==> src/btpc_pkg.sv <==
// Shared types and constants for the barometric compensation block.
// Used by the serial multiplier and the top-level sequencer.
package btpc_pkg;

  localparam int MCAND_W  = 48;
  localparam int MPLIER_W = 26;
  localparam int CNT_W    = 5;
  localparam int PROD_W   = 64;

  localparam logic [2:0] REG_SENS_BASE   = 3'd0;
  localparam logic [2:0] REG_OFFSET_BASE = 3'd1;
  localparam logic [2:0] REG_SENS_TCOEF  = 3'd2;
  localparam logic [2:0] REG_OFF_TCOEF   = 3'd3;
  localparam logic [2:0] REG_REF_TEMP    = 3'd4;
  localparam logic [2:0] REG_TEMP_COEF   = 3'd5;

  localparam logic signed [18:0] TEMP_REF_CENTI = 19'sd2000;
  localparam logic signed [18:0] TEMP_LOW_CENTI = -19'sd1500;

  typedef struct packed {
    logic                       start;
    logic signed [MCAND_W-1:0]  mcand;
    logic [MPLIER_W-1:0]        mplier;
    logic [CNT_W-1:0]           nbits;
  } mul_req_t;

endpackage

==> src/btpc_serial_mul.sv <==
// Bit-serial shift-add multiplier: one multiplier bit per cycle.
// Depends on btpc_pkg for the request type and widths.
module btpc_serial_mul (
  input  logic                              clk_i,
  input  logic                              rst_ni,
  input  btpc_pkg::mul_req_t                req_i,
  output logic                              done_o,
  output logic signed [btpc_pkg::PROD_W-1:0] prod_o
);
  import btpc_pkg::*;

  logic signed [PROD_W-1:0] acc_q, mc_q;
  logic [MPLIER_W-1:0]      mp_q;
  logic [CNT_W-1:0]         cnt_q;
  logic                     busy_q, done_q;

  always_ff @(posedge clk_i or negedge rst_ni) begin
    if (!rst_ni) begin
      busy_q <= 1'b0;
      done_q <= 1'b0;
      cnt_q  <= '0;
    end else begin
      done_q <= 1'b0;
      if (req_i.start) begin
        acc_q  <= '0;
        mc_q   <= PROD_W'(req_i.mcand);
        mp_q   <= req_i.mplier;
        cnt_q  <= req_i.nbits;
        busy_q <= 1'b1;
      end else if (busy_q) begin
        if (mp_q[0]) acc_q <= acc_q + mc_q;
        mc_q  <= mc_q <<< 1;
        mp_q  <= mp_q >> 1;
        cnt_q <= cnt_q - CNT_W'(1);
        if (cnt_q == CNT_W'(1)) begin
          busy_q <= 1'b0;
          done_q <= 1'b1;
        end
      end
    end
  end

  assign done_o = done_q;
  assign prod_o = acc_q;

endmodule

==> src/baro_temp_pressure_compensation.sv <==
// Barometric temperature/pressure compensation with second-order correction.
// Each request runs its products on the one shared bit-serial multiplier,
// which retires one multiplier bit per cycle (16, 24, 20 or 26 bits per
// product); a pressure request runs extra products below 20.00 C and more
// below -15.00 C. Each product has a launch, a multiplier load and an
// update; the last update also loads the output. One request is in flight at
// a time; a result is held until taken, and the next request can be accepted
// at the edge after the result is taken.
module baro_temp_pressure_compensation (
  input  logic               clk_i,
  input  logic               rst_ni,
  input  logic               cfg_we_i,
  input  logic [2:0]         cfg_idx_i,
  input  logic [15:0]        cfg_wdata_i,
  input  logic               in_valid_i,
  output logic               in_stall_o,
  input  logic               command_i,
  input  logic [23:0]        raw_sample_i,
  output logic               out_valid_o,
  input  logic               out_stall_i,
  output logic               kind_o,
  output logic signed [18:0] temperature_out_o,
  output logic signed [31:0] pressure_out_o,
  output logic               saturated_o
);
  import btpc_pkg::*;

  typedef enum logic [1:0] {ST_IDLE, ST_LAUNCH, ST_WAIT, ST_OUT} state_e;
  typedef enum logic [2:0] {OP_TEMP, OP_OFF, OP_SENS, OP_T2, OP_SQ, OP_SQ2, OP_P} op_e;

  state_e state_q;
  op_e    op_q;

  logic [15:0] c_sens_q, c_off_q, c_tcs_q, c_tco_q, c_tref_q, c_tsens_q;
  logic signed [25:0] dt_q;
  logic signed [18:0] temp_q, tout_q;
  logic signed [MCAND_W-1:0] off_q, sens_q;
  logic [23:0] raw_q;

  mul_req_t req_q;
  logic mul_done;
  logic signed [PROD_W-1:0] prod;

  btpc_serial_mul u_mul (
    .clk_i  (clk_i),
    .rst_ni (rst_ni),
    .req_i  (req_q),
    .done_o (mul_done),
    .prod_o (prod)
  );

  logic [25:0] abs_dt;
  logic [19:0] mag_ref, mag_low;
  logic [MCAND_W-1:0] sq, sq5, sq7, sq11;
  logic signed [MCAND_W-1:0] off_new, sens_new;
  logic signed [PROD_W-1:0] pv, p64;
  logic sat;
  logic signed [18:0] temp_new, t2;
  logic below_ref, below_low;

  always_comb begin
    abs_dt    = dt_q[25] ? 26'(-dt_q) : 26'(dt_q);
    mag_ref   = 20'(20'sd2000 - 20'(temp_q));
    mag_low   = 20'(-20'sd1500 - 20'(temp_q));
    below_ref = temp_q < TEMP_REF_CENTI;
    below_low = temp_q < TEMP_LOW_CENTI;
    sq        = prod[MCAND_W-1:0];
    sq5       = (sq << 2) + sq;
    sq7       = (sq << 3) - sq;
    sq11      = (sq << 3) + (sq << 1) + sq;
    off_new   = $signed({16'b0, c_off_q, 16'b0}) + $signed(prod[54:7]);
    sens_new  = $signed({17'b0, c_sens_q, 15'b0}) + $signed(prod[55:8]);
    temp_new  = TEMP_REF_CENTI + $signed(prod[41:23]);
    t2        = $signed(prod[49:31]);
    pv        = (prod >>> 21) - PROD_W'(off_q);
    p64       = pv >>> 15;
    sat       = !((&p64[PROD_W-1:31]) || !(|p64[PROD_W-1:31]));
  end

  always_ff @(posedge clk_i or negedge rst_ni) begin
    if (!rst_ni) begin
      state_q     <= ST_IDLE;
      op_q        <= OP_TEMP;
      req_q       <= '0;
      out_valid_o <= 1'b0;
      c_sens_q    <= '0;
      c_off_q     <= '0;
      c_tcs_q     <= '0;
      c_tco_q     <= '0;
      c_tref_q    <= '0;
      c_tsens_q   <= '0;
      dt_q        <= '0;
      temp_q      <= TEMP_REF_CENTI;
    end else begin
      req_q.start <= 1'b0;
      if (cfg_we_i) begin
        unique case (cfg_idx_i)
          REG_SENS_BASE:   c_sens_q  <= cfg_wdata_i;
          REG_OFFSET_BASE: c_off_q   <= cfg_wdata_i;
          REG_SENS_TCOEF:  c_tcs_q   <= cfg_wdata_i;
          REG_OFF_TCOEF:   c_tco_q   <= cfg_wdata_i;
          REG_REF_TEMP:    c_tref_q  <= cfg_wdata_i;
          REG_TEMP_COEF:   c_tsens_q <= cfg_wdata_i;
          default: ;
        endcase
      end
      unique case (state_q)
        ST_IDLE: begin
          if (in_valid_i) begin
            raw_q <= raw_sample_i;
            if (command_i) begin
              op_q <= OP_OFF;
            end else begin
              op_q <= OP_TEMP;
              dt_q <= $signed({2'b0, raw_sample_i}) - $signed({2'b0, c_tref_q, 8'b0});
            end
            state_q <= ST_LAUNCH;
          end
        end
        ST_LAUNCH: begin
          req_q.start <= 1'b1;
          unique case (op_q)
            OP_TEMP: begin
              req_q.mcand <= MCAND_W'(dt_q); req_q.mplier <= 26'(c_tsens_q);
              req_q.nbits <= CNT_W'(16);
            end
            OP_OFF: begin
              req_q.mcand <= MCAND_W'(dt_q); req_q.mplier <= 26'(c_tco_q);
              req_q.nbits <= CNT_W'(16);
            end
            OP_SENS: begin
              req_q.mcand <= MCAND_W'(dt_q); req_q.mplier <= 26'(c_tcs_q);
              req_q.nbits <= CNT_W'(16);
            end
            OP_T2: begin
              req_q.mcand <= MCAND_W'(abs_dt); req_q.mplier <= abs_dt;
              req_q.nbits <= CNT_W'(26);
            end
            OP_SQ: begin
              req_q.mcand <= MCAND_W'(mag_ref); req_q.mplier <= 26'(mag_ref);
              req_q.nbits <= CNT_W'(20);
            end
            OP_SQ2: begin
              req_q.mcand <= MCAND_W'(mag_low); req_q.mplier <= 26'(mag_low);
              req_q.nbits <= CNT_W'(20);
            end
            OP_P: begin
              req_q.mcand <= sens_q; req_q.mplier <= 26'(raw_q);
              req_q.nbits <= CNT_W'(24);
            end
            default: ;
          endcase
          state_q <= ST_WAIT;
        end
        ST_WAIT: begin
          if (mul_done) begin
            state_q <= ST_LAUNCH;
            unique case (op_q)
              OP_TEMP: begin
                temp_q            <= temp_new;
                kind_o            <= 1'b0;
                temperature_out_o <= temp_new;
                pressure_out_o    <= '0;
                saturated_o       <= 1'b0;
                out_valid_o       <= 1'b1;
                state_q           <= ST_OUT;
              end
              OP_OFF: begin
                off_q  <= off_new;
                tout_q <= temp_q;
                op_q   <= OP_SENS;
              end
              OP_SENS: begin
                sens_q <= sens_new;
                op_q   <= below_ref ? OP_T2 : OP_P;
              end
              OP_T2: begin
                tout_q <= temp_q - t2;
                op_q   <= OP_SQ;
              end
              OP_SQ: begin
                // second-order terms below the reference temperature
                off_q  <= off_q - $signed(sq5 >> 1);
                sens_q <= sens_q - $signed(sq5 >> 2);
                op_q   <= below_low ? OP_SQ2 : OP_P;
              end
              OP_SQ2: begin
                off_q  <= off_q - $signed(sq7);
                sens_q <= sens_q - $signed(sq11 >> 1);
                op_q   <= OP_P;
              end
              OP_P: begin
                kind_o            <= 1'b1;
                temperature_out_o <= tout_q;
                saturated_o       <= sat;
                if (!sat) pressure_out_o <= p64[31:0];
                else if (p64[PROD_W-1]) pressure_out_o <= 32'sh8000_0000;
                else pressure_out_o <= 32'sh7fff_ffff;
                out_valid_o <= 1'b1;
                state_q     <= ST_OUT;
              end
              default: ;
            endcase
          end
        end
        ST_OUT: begin
          if (!out_stall_i) begin
            out_valid_o <= 1'b0;
            state_q     <= ST_IDLE;
          end
        end
        default: state_q <= ST_IDLE;
      endcase
    end
  end

  assign in_stall_o = (state_q != ST_IDLE);

endmodule

==> config.mk <==
export PLATFORM = sky130hd
export DESIGN_NAME = baro_temp_pressure_compensation
export DESIGN_NICKNAME = d
export VERILOG_FILES = /design/src/btpc_pkg.sv /design/src/btpc_serial_mul.sv /design/src/baro_temp_pressure_compensation.sv
export SDC_FILE = /design/constraint.sdc
export NUM_CORES = 2
export LEC_CHECK = 0
export BUFFER_PORTS_ARGS = -buffer_cell sky130_fd_sc_hd__buf_2
export CORE_MARGIN = 4
export CORE_UTILIZATION = 50
export CTS_CLUSTER_DIAMETER = 100
export DETAILED_ROUTE_END_ITERATION = 16
export GPL_TIMING_DRIVEN = 0
export PLACE_DENSITY = 0.78
export SYNTH_ARGS = -nofsm -noshare
export SYNTH_HDL_FRONTEND = slang
export SYNTH_HIERARCHICAL = 1
export SYNTH_SLANG_ARGS = --single-unit
==> constraint.sdc <==
create_clock -name clk_i -period 5.62 [get_ports clk_i]
set_input_delay 0.281 -clock clk_i [delete_from_list [all_inputs] [get_ports clk_i]]
set_output_delay 0.281 -clock clk_i [all_outputs]
set_load 0.02 [all_outputs]
==> results.py <==
metrics = {
    "clock_network": {
        "cts_tree": "done",
        "clock_latency_ns": 0.67,
        "h-tree-depth": 3,
        "clk_path_buf_depth": 3,
        "cts_buffers": 70,
        "clk_pin_slew_ns": 0.06,
        "clock_sinks": 578,
        "root_buffer": "clkbuf_16",
    },
    "sta": {
        "final-hold-violation-count": 0,
        "worst_slew_pin_slew_ns": 1.62,
        "drv_slew": 22,
        "max_freq_mhz": 170,
        "setup_violations": 18,
        "min_period_over_period": 1.05,
        "clock-skew-final_ns": 0.0557,
        "rsz0062_at_grt": "true",
        "fin_ws_ns": -0.273,
        "slew_headroom": -0.0767,
        "fin_crit_ns": 5.89,
    },
    "cells_and_area": {
        "fin_util": 0.590,
        "multi_input_comb_area_um2": 33000,
        "syn_to_final_growth_pct": 16.4,
        "register_area_um2": 16200,
        "finalNonFillerCells": 7414,
        "drive_gt1_frac": 0.152,
        "nets": 6629,
        "fillers": 8414,
    },
    "yosys": {
        "seq_area_frac_synth": 0.323,
        "synth.distinct_cells": 104,
        "synth_top_area_frac": 0.207,
        "ys.flop_type": "edfxtp_1",
        "synth_area_leader_cell": "edfxtp_1",
        "synthesis.area_um2": 50100,
        "yosysWarnings": 6,
        "netlist_instances": 5653,
        "avgSynthCellArea_um2": 8.86,
        "synth_area_leaders": "edfxtp_1 21%, dfrtp_1 11%, ha_1 10%",
        "async_reset_ff_frac": 0.401,
        "synth_edf_count": 346,
        "synth_fp_nets": 6215,
        "ys_ff_latch": 578,
    },
    "worst_setup_path": {
        "cp.arrival_ns": 6.26,
        "rr_worst_depth": 28,
        "cp_top_family": "compound AO/OA/AOI/OAI gates",
        "path_depth": 28,
        "slowest_stage": "fa_1",
        "ff2ff_setup_slack_ns": -0.27,
        "critical_path_buf_inv_count": 4,
        "required_ns": 5.99,
        "cp_max_fo": 4,
        "endpoint_kind": "register",
        "setup.worst_path.class": "reg2reg",
        "r2r_start": "u_mul/prod_o[4]",
        "slowest_delay_ns": 0.52,
        "startpoint_type": "register",
        "r2r-end": "sens_q[47]",
    },
    "grt": {
        "overflow": 0,
        "antenna_found_initial": 10,
        "grt_usage": 0.350,
        "grt_pass1_vias": 45700,
        "grt_pass1_wl_mm": 282,
        "grt_max_degree": 109,
    },
    "min_path": {
        "min_path_cells": 3,
        "worstHoldPathType": "in2reg",
        "hold_start": "cfg_wdata_i[10]",
        "min_to": "c_tref_q[10]",
    },
    "detailed_routing": {
        "first_iter_violations": 6296,
        "drtPass1Iterations": 6,
        "drc": 0,
        "vias": 48000,
        "drt-wirelength-per-cell_um": 26.0,
        "drt_wl_total_mm": 193,
        "drtAntennaViolNets": 0,
        "viasPerCell": 6.47,
    },
    "die": {
        "start_util": 0.507,
        "io_pins": 104,
        "rows": 115,
        "coreArea_um2": 98900,
        "die-area_um2": 105000,
        "die_h_um": 325,
        "fp.dieW_um": 325,
    },
    "place": {
        "gp_congestion": 0.993,
        "dp_cells": 7055,
        "hpwl_mm": 145,
        "port_buffers": 102,
    },
    "job": {
        "max-cap-violations": 2,
    },
    "run_status": {
        "violations": "max-capacitance violations, max-slew violations, negative setup slack",
        "status": "complete, but fails checks",
    },
}
[cells by family (layout without fill, tap and decap cells)]
family | Yosys count | count (layout) | share of synthesized area
compound gates | 1835 | 1835 | 0.230
simple gates | 1517 | 1517 | 0.144
fa+ha+maj | 513 | 513 | 0.143
buf+inv | 606 | 1078 | 0.0462
other cells | 1 | 3 | 0.0000749
flops | 578 | 578 | 0.323
xor+xnor | 423 | 423 | 0.0740
mux | 180 | 180 | 0.0402
[synthesized netlist by cell type (22+ instances only)]
cell	number
a211oi_1	55
a21o_1	207
a21oi_1	548
a221o_1	36
a22oi_1	29
a31oi_1	49
and2_1	29
and3_1	49
buf_1	35
clkbuf_1	220
dfrtp_1	226
edfxtp_1	346
fa_1	97
ha_1	416
inv_1	333
mux2_2	170
nand2_1	571
nand2b_1	67
nand3_1	119
nand4_1	88
nor2_1	332
nor2b_1	77
nor3_1	60
o211ai_1	44
o21a_1	49
o21ai_0	447
o21ai_1	43
o21bai_1	56
o22ai_1	52
o31ai_1	34
or2_2	22
or3_1	26
xnor2_1	257
xor2_1	166
[placed cells by master (no fill, tap or decap), types with 28 or more instances in the layout]
cell / n
nor2_1: 318
a31oi_1: 41
xnor2_1: 246
clkbuf_16: 72
o21a_1: 47
o21ai_0: 398
fa_1: 94
a221o_1: 36
clkbuf_1: 203
dlygate4sd3_1: 38
and3_1: 44
nor3_1: 54
a21oi_1: 502
and2_1: 28
dfrtp_1: 226
o21bai_1: 54
edfxtp_1: 346
o22ai_1: 50
nand3_1: 115
nand4_1: 88
buf_2: 114
buf_4: 194
a21oi_2: 42
nand2_1: 566
ha_1: 373
buf_1: 35
nand2b_1: 67
o211ai_1: 44
nor2b_1: 74
a211oi_1: 42
o21ai_1: 71
o31ai_1: 30
xor2_1: 165
a22oi_1: 28
a21o_1: 207
inv_1: 328
mux2_2: 166
[routing by layer]
| layer | GRT usage | vias up | wire length (um) | part of all wire |
|---|---|---|---|---|
| li1 | - | 21400 | - | - |
| met1 | 0.462 | 23000 | 74200 | 0.39 |
| met2 | 0.537 | 2953 | 82900 | 0.43 |
| met3 | 0.0878 | 595 | 24200 | 0.13 |
| met4 | 0.170 | 12 | 11100 | 0.058 |
| met5 | 0 | - | 77 | 0.00040 |
[registers in the layout (all words and copies together), names as in the netlist, 16 cells and up]
name / flops
req_q: 79
u_mul/mc_q: 64
u_mul/prod_o: 64
off_q: 48
sens_q: 48
pressure_out_o: 32
u_mul/mp_q: 26
dt_q: 25
raw_q: 24
temp_q: 19
temperature_out_o: 19
tout_q: 19
c_off_q: 16
c_sens_q: 16
c_tco_q: 16
c_tcs_q: 16
c_tref_q: 16
c_tsens_q: 16
[worst max path at each step]
stage | end | startpoint | slack [ns]
2_1_floorplan | sens_q[45] | u_mul/prod_o[1] | 0.08
3_3_place_gp | off_q[4] | rst_ni | -8.79
5_1_grt | sens_q[45] | u_mul/prod_o[25] | -0.39
4_1_cts | sens_q[45] | u_mul/prod_o[2] | -0.14
6_report | sens_q[47] | u_mul/prod_o[4] | -0.27
3_5_place_dp | sens_q[45] | u_mul/prod_o[24] | -1.46
[worst register-to-register path, delay by kind of cell, from the launching register on]
family	cells	cell delay, ns
AOI/OAI and AO/OA	19	3.23
xor gates and xnor gates	2	0.29
adders and majority gates	3	0.95
buffers and inverters	4	0.62
DFF	1	0.48
[per-stage QoR]
stage	setup slack (ns)	hold WS, ns	cell area, um^2	TNS [ns]
final	-0.273	0.0428	58300	-1.85
after global routing	-0.389	0.0563	58300	-4.73
after CTS	-0.136	0.00271	57500	-0.426
after detailed placement	-1.46	0.436	52500	-46.51
after global placement	-8.79	0.450	52200	-1897.23
after floorplan	0.0807	-0.0146	50100	0
[cell type report]
type | count | share of cell area
multi-input combinational | 4469 | 0.566
sequential | 578 | 0.278
timing repair buffer | 366 | 0.0485
clock buffer | 90 | 0.0331
tap | 1287 | 0.0276
inverter | 333 | 0.0214
buffer | 249 | 0.0169
clock inverter | 40 | 0.00869
antenna | 2 | 0.0000859
[what timing repair did]
action	CTS	global route
setup buffers	178	35
endpoints found under the setup margin	62	47
hold buffers	38	0
gates resized for setup	189	151
pin swaps	109	81
endpoints found under the hold margin	113	0
Power is left out: the tool's default activity adds up to more than one toggle a clock period on the data nets, which glitch-free logic cannot reach.
